## src/hdl/tksm_ram.sv

```systemverilog
// Generic synchronous RAM with one write port and two registered read ports.
`timescale 1ns / 1ps

module tksm_ram #(
    parameter int WIDTH = 8,
    parameter int DEPTH = 256
) (
    input  logic                                  i_clk,
    input  logic                                  i_we,
    input  logic [((DEPTH > 1) ? $clog2(DEPTH) : 1)-1:0] i_waddr,
    input  logic [WIDTH-1:0]                      i_wdata,
    input  logic                                  i_re_a,
    input  logic [((DEPTH > 1) ? $clog2(DEPTH) : 1)-1:0] i_raddr_a,
    output logic [WIDTH-1:0]                      o_rdata_a,
    input  logic                                  i_re_b,
    input  logic [((DEPTH > 1) ? $clog2(DEPTH) : 1)-1:0] i_raddr_b,
    output logic [WIDTH-1:0]                      o_rdata_b
);

    logic [WIDTH-1:0] mem [DEPTH];

    // Read-first: a read at the written address returns the old contents.
    always_ff @(posedge i_clk) begin
        if (i_we) begin
            mem[i_waddr] <= i_wdata;
        end
        if (i_re_a) begin
            o_rdata_a <= mem[i_raddr_a];
        end
        if (i_re_b) begin
            o_rdata_b <= mem[i_raddr_b];
        end
    end

endmodule

```

## config.mk

```make
export PLATFORM = sky130hd
export DESIGN_NAME = tksm_ram
export DESIGN_NICKNAME = d
export VERILOG_FILES = /design/src/hdl/tksm_ram.sv
export SDC_FILE = /design/constraint.sdc
export NUM_CORES = 2
export LEC_CHECK = 0
export CORE_MARGIN = 4
export CORE_UTILIZATION = 40
export CTS_CLUSTER_SIZE = 8
export DETAILED_ROUTE_END_ITERATION = 10
export DONT_BUFFER_PORTS = 1
export PLACE_DENSITY = 0.67
export SYNTH_ARGS = -nofsm -noshare
export SYNTH_HDL_FRONTEND = slang
export SYNTH_SLANG_ARGS = --single-unit
export TNS_END_PERCENT = 50
```

## constraint.sdc

```tcl
create_clock -name i_clk -period 3.4 [get_ports i_clk]
set_clock_uncertainty 0.05 [all_clocks]
set_input_delay 1.02 -clock i_clk [delete_from_list [all_inputs] [get_ports i_clk]]
set_output_delay 1.02 -clock i_clk [all_outputs]
set_load 0.005 [all_outputs]
```

After elaboration in Yosys (flattened, before gate mapping)
Memories as Yosys holds them, arrays and structs flattened. A register that Yosys moved wholly into a read port is not among the register bits.
Index checks and enable logic that the tools add are counted.

word-level totals
  flip-flop bits (word level) = 0
  latch bits = 0
  memory bits (writable) = 2048
  bits in read-only memories = 0
  input port bits = 36
  output and inout bits = 16
  logic and storage cells = 3
  memories = 1

memories
  memory  words  bits a word  read ports  clocked after memory_dff  wr ports  RTL line  source
  mem     256    8            2           2                         1         20        logic [WIDTH-1:0] mem [DEPTH];

operators by class
  add/subtract/negate cells = 0
  multipliers = 0
  div/mod/pow operators = 0
  order comparisons = 0
  equality and inequality tests = 0
  shift-type cells = 0
  mux-type cells = 2
  bitwise operators = 0
  reductions and logical operators = 0

operators by type and width
  operator           count
  two-way mux 1 bit  2

Depth between registers and ports, before layout
  depth after elaboration = 2
  gate-level depth with buffers = 12
  gate-level depth less buffers = 6

Worst setup path after synthesis
Ideal clock, no wire load.

  path type = input -> register
  start point = in i_raddr_b[0] in the netlist's numbering
  end point = reg o_rdata_b[0], read port of mem, data pin
  setup time = 277 ps
  data arrival time = 2921 ps
  required time = 3073 ps
  path slack = 152 ps
  stages = 9
  buffers on the path = 3
  cell sequence = buf_4 buf_6 buf_2 mux4_2 mux4_2 nand2_1 a21oi_1 a21oi_1 a221oi_2

RTL lines
  item                RTL line  source
  start: declaration  16        input logic [((DEPTH > 1) ? $clog2(DEPTH) : 1)-1:0] i_raddr_b,
  end: declaration    17        output logic [WIDTH-1:0] o_rdata_b

==> metrics.txt <==
fillers 19700; crit end category register; number of synthesized flops with an enable pin 2064; Pwr Density 522 mW/mm²; post-synthesis sequential area ratio 63.8%; first-pass iteration count of the detailed router 8; Worst Tran Pin Value 1640 ps; Slew headroom -9.48%; via count 57200; grt ovf 0; Worst Setup Start Kind input port; fin nets 5438; net count after synthesis 4883; failing checks max-slew violations, negative setup slack; data required time of the worst path 4030 ps; largest family of logic cells by synthesized area multiplexers; placed cell area 0.104 mm²; maximum vdd drop 0.412 mV; Place WS -1260 ps; fin worst setup slack -418 ps; clk slew on worst S/H paths 50 ps; CP Max Fanout 533; final hold violations 0; CTS tree done; ANT nets after route 0; Die Span X 501 µm; final wirelength 307 mm; hold depth 0; largest net degree at the start of global routing 534; hold buffer count at cts 0; share of cells above drive strength 1 38.5%; multiplexer area fraction after synthesis 27.2%; Final Cell Area 0.112 mm²; asr flop ratio synth 0%; DR WL/cell 35.6 µm; total track usage 23.9%; Mapped Cells 4847; clock tree buffer depth 4; # setup viols final 8; Power Total 58.5 mW; Post-route DRC 0; Hold WS 131 ps; initial core utilization 40.3%; min cycle time layout 3820 ps; Max Clk Rate 262 MHz; FF+latch count, synth 2064; leakage 35.9 nW; Synth cell types 64; Max-Cap Viols 0; Inserted Clock Buffers 308; Die H 501 µm; xor/xnor share of the synthesized area 0%; vias per cell 6.64; initial antenna violation count 13; # IOs 52; Hold Path Class in2reg; adder-cell share of the synthesized area 0%; # placed instances 8266; port bufs 0; status finished with violations; CTS root buffer clkbuf_16; Finished Core Util 46.5%; Starting DRT DRC Count 8672; Top FF cell, synth edfxtp_1; post-synthesis simple-gate area fraction 2.69%; R2R depth 7; WP data arrival 4440 ps; Clock Sinks 2064; core box area 0.241 mm²; GPL Wtd Cong 0.892; post-synthesis compound-gate area fraction 3.53%; RSZ-0062 raised after global routing yes; dpl hpwl 183 mm; H-Tree Depth 5; synth-to-layout area growth 15.4%; final period utilization 112%; WS Path Type in2reg; Clock Latency Late Sink 950 ps; vias in the first global route 57600; fin cells 8612; Die ar. 0.251 mm²; Pins Over Slew Limit 223; Yosys warning count 0; first-pass GRT wire length 430 mm; Synth Cell Area 0.0971 mm²; Avg Inst Size Synth 20.0 µm²; row cnt 180; setup_tns -1690 ps
[final timing paths]
kind	startpoint	endpoint	slack (ps)
hold / removal	i_re_a	o_rdata_a[5]	130
setup / recovery	i_raddr_a[0]	o_rdata_a[2]	-420
hold reg to reg	mem[150][5]	o_rdata_b[5]	1200
setup reg to reg	mem[194][5]	o_rdata_b[5]	480
[Yosys cell counts (all sizes together) (3+ instances only)]
| cell type | count | area share [%] |
|---|---|---|
| o31ai | 11 | 0.085 |
| nand2 | 114 | 0.44 |
| nand4 | 13 | 0.084 |
| clkinv | 4 | 0.015 |
| o32ai | 3 | 0.027 |
| nand3 | 52 | 0.27 |
| a221oi | 37 | 0.37 |
| a21oi | 79 | 0.41 |
| mux2 | 38 | 0.44 |
| nor2 | 299 | 1.2 |
| a2bb2oi | 9 | 0.081 |
| o22ai | 48 | 0.31 |
| o211a | 3 | 0.031 |
| nor2b | 27 | 0.17 |
| mux4 | 1051 | 24 |
| buf | 258 | 2.2 |
| a221o | 10 | 0.10 |
| o21ai | 37 | 0.19 |
| a22oi | 62 | 0.48 |
| o21bai | 5 | 0.039 |
| a2111oi | 3 | 0.027 |
| nor3 | 21 | 0.11 |
| a32o | 4 | 0.041 |
| nand3b | 6 | 0.046 |
| a211o | 6 | 0.054 |
| a31oi | 4 | 0.026 |
| a211oi | 28 | 0.22 |
| nor3b | 7 | 0.054 |
| o211ai | 13 | 0.10 |
| edfxtp | 2064 | 64 |
| and2 | 12 | 0.077 |
| o221ai | 67 | 0.62 |
| and3b | 5 | 0.045 |
| clkbuf | 137 | 0.53 |
| nand2b | 11 | 0.071 |
| or2 | 6 | 0.039 |
| o2111ai | 4 | 0.036 |
| a22o | 22 | 0.20 |
| mux2i | 236 | 2.4 |
| and3 | 5 | 0.032 |
| nor4 | 7 | 0.045 |
[cell families (layout without fill, tap and decap cells)]
logic type,Yosys count,count (layout)
simple gates,591,591
other cells,0,12
flops,2064,2064
mux,1325,1325
buf+inv,401,969
compound gates,466,466
[layout make-up]
class / instances / area [µm²] / share of cell area, %
inverter: 6 / 26.3 / 0.0235
multi-input combinational: 2382 / 32600 / 29.1
antenna: 12 / 30.0 / 0.0268
tap: 3185 / 3990 / 3.56
sequential: 2064 / 62000 / 55.3
timing repair buffer: 640 / 5490 / 4.90
clock buffer: 312 / 7790 / 6.95
clock inverter: 11 / 105 / 0.0938
[critical path, cell delays in order]
cell and delay, ps:
mux4_2 730, a21oi_1 120, a221o_1 500, a21oi_1 600
o21ai_0 160, buf_4 210, a211oi_1 380
[cells in the final DEF (no fill, tap or decap), types with 5 or more instances in the layout]
| cell | n |
|---|---|
| a211o_1 | 6 |
| a211oi_1 | 25 |
| a21oi_1 | 79 |
| a221o_1 | 10 |
| a221oi_1 | 31 |
| a221oi_2 | 5 |
| a22o_1 | 22 |
| a22oi_1 | 62 |
| a2bb2oi_1 | 9 |
| and2_1 | 12 |
| and3_1 | 5 |
| buf_12 | 40 |
| buf_4 | 590 |
| clkbuf_16 | 317 |
| diode_2 | 12 |
| edfxtp_1 | 2064 |
| inv_6 | 7 |
| mux2_2 | 38 |
| mux2i_1 | 236 |
| mux4_2 | 1051 |
| nand2_1 | 111 |
| nand2b_1 | 10 |
| nand3_1 | 52 |
| nand3b_1 | 6 |
| nand4_1 | 13 |
| nor2_1 | 298 |
| nor2b_1 | 27 |
| nor3_1 | 17 |
| nor3b_1 | 7 |
| nor4_1 | 6 |
| o211ai_1 | 13 |
| o21ai_0 | 34 |
| o21bai_1 | 5 |
| o221ai_1 | 65 |
| o22ai_1 | 48 |
| o31ai_1 | 7 |
| or2_2 | 6 |
[metal layers]
metal / global-route usage [%] / wire length, µm
met3: 7.08 / 39200
met4: 11.4 / 16400
met5: 0 / 24
met2: 36.2 / 141000
met1: 31.7 / 110000
[state kept, by name, summed over array words and instances, names as in the netlist]
register,flops
o_rdata_b,8
mem,2048
o_rdata_a,8
[power breakdown]
| part | internal, mW | total (mW) | switching, mW | leakage [nW] |
|---|---|---|---|---|
| clock | 16.0 | 26.3 | 10.3 | 3.88 |
| combinational | 2.01 | 3.94 | 1.93 | 13.4 |
| sequential | 28.2 | 28.2 | 0.0887 | 18.6 |
[what timing repair did]
item | in CTS | in global routing
setup endpoints to repair | 1 | 14
setup buffers | 0 | 2
pin swaps | 0 | 3
gates resized for setup | 1 | 24
cloned | 0 | 6
Power figures use the tool's default switching activity.
